`src/sv/abe_pkg.sv`:
```
// ----------------------------------------------------------------------------
// abe_pkg: shared types and constants for the block ADPCM encoder
// Predictor table, frame geometry, state codes.
// ----------------------------------------------------------------------------
package abe_pkg;
	localparam int FrameLen = 28;
	localparam int NumPred = 5;
	localparam int FracBits = 12;
	localparam int IdxW = 5;

	typedef enum logic [3:0] {
		ST_IDLE, ST_PAD, ST_ANA_RD, ST_ANA, ST_SEL, ST_SHIFT,
		ST_PK_RD, ST_PK, ST_EMIT, ST_TERM
	} state_t;

	// Predictor coefficients in units of 1/64
	function automatic logic signed [7:0] coef0(input logic [2:0] p);
		case (p)
			3'd1: coef0 = -8'sd60;
			3'd2: coef0 = -8'sd115;
			3'd3: coef0 = -8'sd98;
			3'd4: coef0 = -8'sd122;
			default: coef0 = 8'sd0;
		endcase
	endfunction

	function automatic logic signed [7:0] coef1(input logic [2:0] p);
		case (p)
			3'd2: coef1 = 8'sd52;
			3'd3: coef1 = 8'sd55;
			3'd4: coef1 = 8'sd60;
			default: coef1 = 8'sd0;
		endcase
	endfunction

	function automatic logic signed [15:0] clamp_in(input logic signed [15:0] s);
		if (s > 16'sd30719) clamp_in = 16'sd30719;
		else if (s < -16'sd30720) clamp_in = -16'sd30720;
		else clamp_in = s;
	endfunction
endpackage

```
`src/sv/abe_ram.sv`:
```
// ----------------------------------------------------------------------------
// abe_ram: single-port synchronous RAM
// One write or one read per cycle, registered read data.
// ----------------------------------------------------------------------------
module abe_ram #(
	parameter int Width = 16,
	parameter int Depth = 28,
	parameter int AddrW = 5
) (
	input  logic             clk,
	input  logic             we,
	input  logic [AddrW-1:0] addr,
	input  logic [Width-1:0] wdata,
	output logic [Width-1:0] rdata
);
	logic [Width-1:0] mem [Depth];

	// Write or read the addressed entry
	always_ff @(posedge clk) begin
		if (we) begin
			mem[addr] <= wdata;
		end
		rdata <= mem[addr];
	end
endmodule

```
`src/sv/adpcm_block_encoder_core.sv`:
```
// ----------------------------------------------------------------------------
// adpcm_block_encoder_core: 28-sample frames to 16-byte ADPCM blocks
//
// channel   | ports                                 | handshake
// input     | sample, end_of_stream                 | start & !busy
// result    | out_byte, block_last, stream_last     | strobe, one cycle
//
// A sample that does not close a frame leaves busy low. A closing sample
// holds busy for the frame pass: zero padding of the unused tail entry by
// entry, two to six sweeps of the sample RAM (up to five predictors, then
// a rerun of the winner that writes its residual rows), a shift step, 28
// quantizing steps of a read and three phases each, then 16 bytes, and 16
// more for a terminator block at end of stream. Reset clears all control
// and history state. The receiver cannot stall; bytes leave at one per
// cycle.
// ----------------------------------------------------------------------------
module adpcm_block_encoder_core import abe_pkg::*; (
	input  logic               clk,
	input  logic               arst_n,
	input  logic               start,
	output logic               busy,
	input  logic signed [15:0] sample,
	input  logic               end_of_stream,
	output logic               strobe,
	output logic [7:0]         out_byte,
	output logic               block_last,
	output logic               stream_last
);
	state_t state_q, state_d;
	logic [IdxW-1:0] fill_q, idx_q, idx_rd;
	logic eos_q, partial_q, wr_pass_q;
	logic [2:0] pred_q, best_q;
	logic [3:0] shift_q;
	logic [1:0] ph_q;
	logic signed [15:0] h1_q, h2_q, ah1_q, ah2_q;
	logic [23:0] pk_q, minpk_q;
	logic signed [31:0] e1_q, e2_q;
	logic signed [47:0] t_s1;
	logic signed [15:0] d_s2;
	logic [7:0] hdr_q;
	logic [3:0] nib_q [FrameLen];
	logic [4:0] bcnt_q;

	// Sample RAM
	logic s_we;
	logic [IdxW-1:0] s_addr;
	logic [15:0] s_wd, s_rd;
	abe_ram #(.Width(16), .Depth(FrameLen), .AddrW(IdxW)) u_smp (
		.clk(clk), .we(s_we), .addr(s_addr), .wdata(s_wd), .rdata(s_rd));

	// Residual RAM, one row per sample
	logic r_we;
	logic [IdxW-1:0] r_addr;
	logic [25:0] r_wd, r_rd;
	abe_ram #(.Width(26), .Depth(FrameLen), .AddrW(IdxW)) u_res (
		.clk(clk), .we(r_we), .addr(r_addr), .wdata(r_wd), .rdata(r_rd));

	logic acc;
	assign acc = start && !busy;
	assign busy = (state_q != ST_IDLE);
	assign idx_rd = (idx_q >= 5'(FrameLen)) ? '0 : idx_q;

	// Residual of current sample for current predictor
	logic signed [15:0] sc;
	logic signed [25:0] res;
	logic [23:0] ares;
	assign sc = clamp_in($signed(s_rd));
	assign res = 26'(sc) * 26'sd64 + 26'(coef0(pred_q)) * 26'(h1_q)
		+ 26'(coef1(pred_q)) * 26'(h2_q);
	assign ares = res[25] ? 24'(-res) : res[23:0];

	// Running best predictor
	logic take;
	logic [23:0] new_min;
	logic [2:0] new_best;
	assign take = (pred_q == 3'd0) || (pk_q < minpk_q);
	assign new_min = take ? pk_q : minpk_q;
	assign new_best = take ? pred_q : best_q;

	// Quantize step one: residual plus error feedback
	logic signed [39:0] m0, m1;
	logic signed [47:0] tq;
	assign m0 = coef0(best_q) * e1_q;
	assign m1 = coef1(best_q) * e2_q;
	assign tq = (48'($signed(r_rd)) <<< FracBits) + 48'(m0) + 48'(m1);

	// Quantize step two: scale, round and clamp
	logic signed [63:0] tsh, vt, dq;
	logic signed [15:0] dsat;
	always_comb begin
		tsh = 64'(t_s1) <<< shift_q;
		if (tsh < 0) vt = -((-tsh) >>> (FracBits + 6));
		else vt = tsh >>> (FracBits + 6);
		dq = ((vt + 64'sd2048) >>> 12) <<< 12;
		if (dq > 64'sd32767) dsat = 16'sh7fff;
		else if (dq < -64'sd32768) dsat = 16'sh8000;
		else dsat = dq[15:0];
	end

	// Quantize step three: new feedback error
	logic signed [63:0] qq, xx, ee;
	logic signed [31:0] ee_sat;
	always_comb begin
		qq = 64'(d_s2) >>> shift_q;
		xx = (qq <<< (FracBits + 6)) - 64'(t_s1);
		ee = (xx + 64'sd32) >>> 6;
		if (ee > 64'sd2147483647) ee_sat = 32'sh7fffffff;
		else if (ee < -64'sd2147483648) ee_sat = 32'sh80000000;
		else ee_sat = ee[31:0];
	end

	// Shift search on floor(peak/64)
	logic [3:0] shf;
	logic [17:0] mn2;
	always_comb begin
		logic done;
		mn2 = minpk_q[23:6];
		shf = 4'd12;
		done = 1'b0;
		for (int k = 0; k < 12; k++) begin
			if (!done && ((18'h4000 >> k) & (mn2 + (18'h4000 >> (k + 3)))) != 0) begin
				shf = 4'(k);
				done = 1'b1;
			end
		end
	end

	// Memory port steering
	always_comb begin
		s_we = 1'b0; s_addr = idx_rd; s_wd = '0;
		r_we = 1'b0; r_addr = idx_rd; r_wd = res;
		case (state_q)
			ST_IDLE: if (acc) begin
				s_we = 1'b1; s_addr = fill_q; s_wd = sample;
			end
			ST_PAD: s_we = 1'b1;
			ST_ANA: begin
				r_addr = idx_q - 5'd1;
				r_we = wr_pass_q;
			end
			default: ;
		endcase
	end

	// Next state
	always_comb begin
		state_d = state_q;
		case (state_q)
			ST_IDLE: if (acc && (end_of_stream || fill_q == 5'(FrameLen - 1))) begin
				state_d = (fill_q == 5'(FrameLen - 1)) ? ST_ANA_RD : ST_PAD;
			end
			ST_PAD: if (idx_q == 5'(FrameLen - 1)) state_d = ST_ANA_RD;
			ST_ANA_RD: state_d = ST_ANA;
			ST_ANA: if (idx_q == 5'(FrameLen)) state_d = ST_SEL;
			ST_SEL: state_d = wr_pass_q ? ST_SHIFT : ST_ANA_RD;
			ST_SHIFT: state_d = ST_PK_RD;
			ST_PK_RD: state_d = ST_PK;
			ST_PK: if (ph_q == 2'd2) begin
				state_d = (idx_q == 5'(FrameLen - 1)) ? ST_EMIT : ST_PK_RD;
			end
			ST_EMIT: if (bcnt_q == 5'd15) state_d = eos_q ? ST_TERM : ST_IDLE;
			ST_TERM: if (bcnt_q == 5'd15) state_d = ST_IDLE;
			default: state_d = ST_IDLE;
		endcase
	end

	always_ff @(posedge clk or negedge arst_n) begin
		if (!arst_n) state_q <= ST_IDLE;
		else state_q <= state_d;
	end

	// Datapath and control registers
	always_ff @(posedge clk or negedge arst_n) begin
		if (!arst_n) begin
			fill_q <= '0; idx_q <= '0; eos_q <= 1'b0; partial_q <= 1'b0;
			pred_q <= '0; best_q <= '0; shift_q <= '0; ph_q <= '0;
			h1_q <= '0; h2_q <= '0; ah1_q <= '0; ah2_q <= '0;
			pk_q <= '0; minpk_q <= '0; e1_q <= '0; e2_q <= '0;
			t_s1 <= '0; d_s2 <= '0;
			hdr_q <= '0; bcnt_q <= '0; wr_pass_q <= 1'b0;
		end else begin
			case (state_q)
				ST_IDLE: if (acc) begin
					fill_q <= fill_q + 5'd1;
					eos_q <= end_of_stream;
					partial_q <= fill_q != 5'(FrameLen - 1);
					idx_q <= (fill_q == 5'(FrameLen - 1)) ? 5'd0 : fill_q + 5'd1;
					pred_q <= '0; wr_pass_q <= 1'b0;
				end
				ST_PAD: begin
					idx_q <= (idx_q == 5'(FrameLen - 1)) ? 5'd0 : idx_q + 5'd1;
				end
				ST_ANA_RD: begin
					idx_q <= 5'd1; pk_q <= '0; h1_q <= ah1_q; h2_q <= ah2_q;
				end
				ST_ANA: begin
					if (ares > pk_q) pk_q <= ares;
					h2_q <= h1_q; h1_q <= sc;
					if (idx_q != 5'(FrameLen)) idx_q <= idx_q + 5'd1;
				end
				ST_SEL: begin
					idx_q <= '0;
					if (wr_pass_q) begin
						ah1_q <= h1_q; ah2_q <= h2_q;
					end else begin
						minpk_q <= new_min;
						if (new_min <= 24'd448) begin
							best_q <= '0; pred_q <= '0; wr_pass_q <= 1'b1;
						end else if (pred_q == 3'(NumPred - 1)) begin
							best_q <= new_best; pred_q <= new_best; wr_pass_q <= 1'b1;
						end else begin
							best_q <= new_best; pred_q <= pred_q + 3'd1;
						end
					end
				end
				ST_SHIFT: begin
					shift_q <= shf; idx_q <= '0; ph_q <= '0;
					hdr_q <= {1'b0, best_q, shf};
				end
				ST_PK: begin
					if (ph_q == 2'd0) begin
						t_s1 <= tq; ph_q <= 2'd1;
					end else if (ph_q == 2'd1) begin
						d_s2 <= dsat; ph_q <= 2'd2;
					end else begin
						e2_q <= e1_q; e1_q <= ee_sat;
						ph_q <= 2'd0;
						if (idx_q != 5'(FrameLen - 1)) idx_q <= idx_q + 5'd1;
						bcnt_q <= '0;
					end
				end
				ST_EMIT: begin
					if (bcnt_q == 5'd15) begin
						fill_q <= '0; bcnt_q <= '0;
					end else bcnt_q <= bcnt_q + 5'd1;
				end
				ST_TERM: begin
					if (bcnt_q == 5'd15) begin
						fill_q <= '0; ah1_q <= '0; ah2_q <= '0; bcnt_q <= '0;
						e1_q <= '0; e2_q <= '0; hdr_q <= '0;
					end else bcnt_q <= bcnt_q + 5'd1;
				end
				default: ;
			endcase
		end
	end

	// Capture the nibble of each quantizing step
	always_ff @(posedge clk) begin
		if (state_q == ST_PK && ph_q == 2'd2) nib_q[idx_q] <= d_s2[15:12];
	end

	// Output byte
	always_comb begin
		strobe = (state_q == ST_EMIT) || (state_q == ST_TERM);
		block_last = strobe && bcnt_q == 5'd15;
		stream_last = (state_q == ST_TERM) && bcnt_q == 5'd15;
		out_byte = '0;
		if (state_q == ST_EMIT) begin
			if (bcnt_q == 5'd0) out_byte = hdr_q;
			else if (bcnt_q == 5'd1) out_byte = {7'd0, eos_q && partial_q};
			else out_byte = {nib_q[{bcnt_q[3:0] - 4'd2, 1'b1}],
				nib_q[{bcnt_q[3:0] - 4'd2, 1'b0}]};
		end else if (state_q == ST_TERM) begin
			if (bcnt_q == 5'd0) out_byte = hdr_q;
			else if (bcnt_q == 5'd1) out_byte = 8'd7;
		end
	end
endmodule

```
`config.mk`:
```
export PLATFORM = sky130hd
export DESIGN_NAME = adpcm_block_encoder_core
export DESIGN_NICKNAME = d
export VERILOG_FILES = /design/src/sv/abe_pkg.sv /design/src/sv/abe_ram.sv /design/src/sv/adpcm_block_encoder_core.sv
export SDC_FILE = /design/constraint.sdc
export NUM_CORES = 2
export LEC_CHECK = 0
export ABC_AREA = 1
export BUFFER_PORTS_ARGS = -buffer_cell sky130_fd_sc_hd__buf_4
export CAP_MARGIN = 10
export CORE_ASPECT_RATIO = 0.6
export CORE_MARGIN = 5
export CORE_UTILIZATION = 51
export DETAILED_ROUTE_END_ITERATION = 7
export PLACE_DENSITY = 0.63
export SYNTH_ARGS = -nofsm -noshare
export SYNTH_HDL_FRONTEND = slang
export SYNTH_SLANG_ARGS = --single-unit
```
`constraint.sdc`:
```
create_clock -name clk -period 30.1 [get_ports clk]
set_clock_uncertainty 0.05 [all_clocks]
set_input_delay 4.515 -clock clk [delete_from_list [all_inputs] [get_ports clk]]
set_output_delay 4.515 -clock clk [all_outputs]
set_load 0.1 [all_outputs]
```
---- Word-level counts from Yosys, hierarchy flattened ----
Memory sizes are Yosys's and may differ from the RTL's. A register that Yosys moved wholly into a read port is not among the register bits.
Index checks and enable logic that the tools add are counted.
storage, ports and cells
  bits in registers ....................... 276
  memories ................................ 3
  RAM bits ................................ 1288
  input port bits ......................... 20
operators by class
  order comparisons ....................... 11
  equality and inequality tests ........... 42
  reduce and logical (&&, ||, !) cells .... 62
  shift operators ......................... 2
  add/subtract/negate cells ............... 28
  bitwise gates (word level) .............. 2
  multiply operators ...................... 4
  mux-type cells .......................... 116
memory list
  name       words  bits a word  read ports  clocked after memory_dff  wr ports  RTL line                        source
  u_res.mem  28     26           1           1                         1         abe_ram.sv:16                   logic [Width-1:0] mem [Depth];
  u_smp.mem  28     16           1           1                         1         abe_ram.sv:16
  nib_q      28     4            2           0                         1         adpcm_block_encoder_core.sv:41  logic [3:0] nib_q [FrameLen];
operators by type and width
  operator                  number
  $mux W32                  7
  $mux W16                  9
  $pmux W16 S2              4
  $pmux W32 S2              2
  $mux W4                   20
  $mux W5                   16
  $mux W24                  3
  $add A64 B13 Y64 const B  1
  $add A64 B7 Y64 const B   1
  $gt A64 B16 Y1 const B    1
  $lt A64 B1 Y1 const B     1
  $lt A64 B16 Y1 const B    1
  $mux W64                  1
  $neg A46 Y64              1
  $neg A64 Y64              1
  $pmux W8 S4               2
  $sshl A42 B4 Y64          1
  $sub A64 B42 Y64          1
  $gt A58 B32 Y1 const B    1
  $lt A58 B32 Y1 const B    1
  $mux W8                   6
  $pmux W24 S2              1
  $sshr A16 B4 Y46          1
  $add A41 B39 Y42          1
  other kinds (72)          183

---- Depth between registers and ports, before layout ----
  depth after elaboration ................. 36
  mapped depth ............................ 58
  depth with buffers taken out ............ 57

---- Modules after synthesis ----
A second synthesis with hierarchy kept.
second synthesis, totals
  cells, all modules ...................... 11121
  area, all modules ....................... 98984.9 um^2
modules (own cells, without submodules)
  module                    seq. area each (um^2)  cells an instance  times used  area each (um^2)
  adpcm_block_encoder_core  9969.6                 6475               1           49319.8
  abe_ram (u_res)           22381.5                2864               1           30603.1
  abe_ram (u_smp)           13773.2                1782               1           19062.0

---- Worst setup path after synthesis ----
Ideal clock, no wire load.
  kind .................................... reg2reg
  start point ............................. reg pred_q[0]
  end point ............................... reg pk_q[10]
  arrival ................................. 10.596 ns
  slack ................................... 19.313 ns
  clock period less this slack ............ 10.787 ns
  required time ........................... 29.909 ns
  cell stages (with the launch flop) ...... 54
  path buffers ............................ 3
  cell sequence ........................... dfrtp_1 inv_1 ha_1 nand2_1 clkinv_1 a21oi_1 nand2_1 nand2_1 clkbuf_1 nor2_1 fa_1 inv_1 fa_1 fa_1 inv_1 fa_1 inv_1 fa_1 (+18 left out) nand4_1 nand2_1 or2_2 nand2_1 clkbuf_1 nand2_1 xor2_1 inv_1 ha_1 nand2_1 nor4_1 nor4b_1 nand2_1 nand4_1 nand2_1 nand2_1 clkbuf_1 o22ai_1
between the ends
  elaborated cells on any way between the ends .. 17
  classes of those cells .................. add/sub (3); mul (2); order compare (1); eq/ne (5); mux (5); reduce/logical (1)
RTL lines
  element                               RTL line                         source
  start, declared                       adpcm_block_encoder_core.sv:32   logic [2:0] pred_q, best_q;
  start signal, assigned                adpcm_block_encoder_core.sv:212  best_q <= new_best; pred_q <= pred_q + 3'd1;
  $eq A3 B3 Y1 (tied with other cells)  abe_pkg.sv:18, abe_pkg.sv:28
  $pmux W8 S4                           abe_pkg.sv:18                    case (p)
  $mul A8 B16 Y24                       adpcm_block_encoder_core.sv:68   assign res = 26'(sc) * 26'sd64 + 26'(coef0(pred_q)) * 26'(h1_q)
  $add A22 B24 Y25                      adpcm_block_encoder_core.sv:68
  $add A25 B23 Y26 *                    adpcm_block_encoder_core.sv:69   + 26'(coef1(pred_q)) * 26'(h2_q);
  net r_wd[25]                          adpcm_block_encoder_core.sv:54   logic [25:0] r_wd, r_rd;
  $mux W24 *                            adpcm_block_encoder_core.sv:70   assign ares = res[25] ? 24'(-res) : res[23:0];
  $gt A24 B24 Y1                        adpcm_block_encoder_core.sv:197  if (ares > pk_q) pk_q <= ares;
  $ne A2 B2 Y1 (no source line)         -
  $reduce_and A2 Y1 (no source line)    -
  end signal, assigned                  adpcm_block_encoder_core.sv:197
  end, declared                         adpcm_block_encoder_core.sv:36   logic [23:0] pk_q, minpk_q;
The timed path passes the listed nets; every way through them passes the cells marked *. The select of a mux whose other input is x is not followed.
A chain may end at the register's enable or synchronous reset.

---- Final worst setup path ----
  start point ............................. reg pred_q[0]
  end point ............................... reg pk_q[22]
between the ends
  longest elaborated chain between the ends .. 10
  elaborated cells on any way between the ends .. 17
  classes of those cells .................. add/sub (3); mul (2); order compare (1); eq/ne (5); mux (5); reduce/logical (1)
RTL lines
  element                               RTL line
  $eq A3 B3 Y1 (tied with other cells)  abe_pkg.sv:18, abe_pkg.sv:28
  $pmux W8 S4                           abe_pkg.sv:18
  $mul A8 B16 Y24                       adpcm_block_encoder_core.sv:68
  $add A22 B24 Y25                      adpcm_block_encoder_core.sv:68
  $add A25 B23 Y26 *                    adpcm_block_encoder_core.sv:69
  $neg A24 Y24                          adpcm_block_encoder_core.sv:70
  $mux W24 *                            adpcm_block_encoder_core.sv:70
  $gt A24 B24 Y1                        adpcm_block_encoder_core.sv:197
  $ne A2 B2 Y1 (no source line)         -
  $reduce_and A2 Y1 (no source line)    -
Mark *: on every way between the ends. The rest lies on a longest branch, timed or not. The select of a mux whose other input is x is not followed.

==> reports/metrics.cfg <==
[outcome]
status=complete, but fails checks
violations=DRC

[power]
power.density_nw_per_um2=113
ir_drop_mv=0.127
leakagePower_nw=42.5

[routing]
routed_via_density=5.84
drt_iter0_markers=7653
vias=67100
drtPass1Iterations=8
drc=1
routed_wirelength_um=262000
wl_per_cell_um=22.8
antenna_left=0

[grt]
gr-usage-met2_pct=38.0
antenna_found_initial=8
grt_max_degree=132
gr-usage-met1_pct=43.8
grt_pass1_wl_um=403000
grt_pass1_vias=65600
overflow=0
use_met3_pct=6.28
grt_usage_pct=27.2
top_usage_layer=met1

[setup_path]
rrSetupSlack_ns=15.33
cp_slowest_cell=nor2_1
start_kind=flip-flop
path_buf_inv=14
max_stage_delay_ns=0.94
cp_max_fo=46
reg2reg_to=pk_q[22]
crit_cells=57
reg2reg_from=pred_q[0]
worstSetupPathType=reg2reg
cpLargestDelayFamily=simple AND/OR/NAND/NOR gates
crit_top_cell=nand2_1
end_kind=flip-flop
worstSetupStartpoint=pred_q[0]
worst_ep_arrival_time_ns=15.36
reg2reg_depth=57
cp.required_ns=30.69

[floorplanning]
rows=121
start_util_pct=51.3
die_y_um=341
core_area_um2=181000
die_area_um2=191000
pin_count=32
die_x_um=561

[timing]
period_share_pct=49.1
setup_viol_count_final=0
hold_violations=0
max_freq_ghz=0.0677
setup_ws_ns=15.33
tightest_slew_ns=1.24
layout_min_cycle_time_ns=14.77
fin_setup_tns_ns=0
slew_viol_final=0
rsz0062_at_grt=no
relSlewSlack_pct=16.9

[layout]
area_delta_synth_final_pct=9.41
mostFrequentLayoutCell=nand2_1
final_nets=9915
fin_util_pct=56.1
fin_cells=11500
layout_common_cells=1485 x nand2_1, 1288 x edfxtp_1, 1274 x inv_1
drive_gt1_share_pct=6.77
fin_area_um2=102000

[logic_synthesis]
synth_top_area_cell=edfxtp_1
synth.cell_area_um2=92900
synth_cells=8949
ys_seq_area_share_pct=49.7
synth_ff_type=edfxtp_1
synthesis.nets=9900
ys_warn_count=0
syn_avg_cell_area_um2=10.4
synth_area_leaders=edfxtp_1 42%, fa_1 13%, dfrtp_1 7.1%, nand2_1 6.0%, inv_1 5.2%
ys_seq_elements=1594
async_reset_ff_share_pct=16.6
yosys.area.top_type_share_pct=41.6
ys_types=61
synth-edff-count=1288

[cts]
cts.path.max_buffers=4
cts_buffers=157
cts.sinks=1594
holdBufCountCts=0
cts_resized=0
path_clk_slew_ns=0.07
ctsHtreeMaxLevel=4
clock_latency_ns=0.85
cts_setup_buffers=0
cts_tree=built
root_buffer=clkbuf_16

[placed_design]
dp_hpwl_um=183000
post-place-ws_ns=15.62
buffer_ports.inserted=31
routabilityCongestion=0.955
place_area_um2=96500
dp_cells=11200

[hold_path]
whs_path_depth=2
worstHoldStart=ah2_q[13]
hold_path_class=reg2reg
whs_endpoint=h2_q[13]

[flow_run]
drv_cap=0

## cell type report
type	count	area, um^2
multi-input combinational	5688	40900
clock buffer	197	4270
sequential	1594	46100
clock inverter	79	772
inverter	1323	4980
tap	2398	3000
antenna	2	5.00
fill	15600	79600
timing repair buffer	200	1590
## synth_stat cells, types with 9 or more instances
cell type  number
a31oi_1        12
fa_1          614
o21ai_0       340
o22ai_1        84
nor2_4          9
or2_2          24
dfxtp_1        42
a2111oi_0      19
nand3_2         9
a22oi_1       588
nor2_1        827
buf_2          25
buf_4          12
nand2_1      1485
inv_1        1279
a21oi_1       366
edfxtp_1     1288
a221oi_1       12
or3_1          10
nand2_2        13
xnor2_1        48
o211ai_1       17
inv_2          32
a2111o_1       28
nor3_1         49
a21boi_0       28
clkbuf_1      265
nand3_1       467
dfrtp_1       264
buf_1          38
o221ai_1       49
a211oi_1       10
nor2_2         28
ha_1          317
o31ai_1        16
xor2_1         92
clkinv_1       11
nand4_1        61
nor4_1          9
## worst max path at each step
| stage | slack (ns) | to |
|---|---|---|
| floorplan | 19.31 | pk_q[10] |
| detailed placement | 15.62 | pk_q[22] |
| global placement | 15.86 | pk_q[23] |
| global route | 14.37 | pk_q[22] |
| finish | 15.33 | pk_q[22] |
| CTS | 15.59 | pk_q[22] |
## metrics by stage
stage / hold slack (ns) / total power [mW]
floorplan: 0.393 / 7.36
global placement: 0.416 / 9.33
detailed placement: 0.431 / 9.42
CTS: 0.448 / 11.4
global route: 0.475 / 12.3
finish: 0.447 / 11.5
## registers in the layout, indices dropped and copies added, names as in the netlist, 24 cells and up
name and flops:
t_s1 42, nib_q 112, u_res.mem 728, e1_q 32, e2_q 32, minpk_q 24, pk_q 24, u_smp.mem 448
u_res.rdata 26
## power by group
group / switching [mW] / internal, mW / leakage (nW)
clock network: 0.860 / 1.12 / 2.46
logic: 4.42 / 1.85 / 24.0
registers: 0.124 / 3.13 / 16.0
## cells by family after synthesis
logic type                 count (synthesis)  share of synthesized area, %
adders and majority gates                931                          17.5
AOI/OAI and AO/OA                       1604                          11.2
xor gates and xnor gates                 140                          1.32
muxes                                      2                        0.0216
buffers and inverters                   1667                          6.85
DFF                                     1594                          49.7
and+or+nand+nor                         3011                          13.5
## worst register-to-register path, delay by kind of cell, from the launching register on
family                     cells  cell delay [ns]
AOI/OAI and AO/OA              8             1.85
xor gates and xnor gates       1             0.18
adders and majority gates      9             3.85
buffers and inverters         14             2.72
DFF                            1             0.43
and+or+nand+nor               25             5.52
## layer usage
layer / up-vias / share of wire (%)
li1: 30400 / -
met1: 33300 / 47
met2: 3073 / 41
met3: 274 / 11
met4: 4 / 1.4
met5: - / 0.010
(Power assumes the default switching activity.)
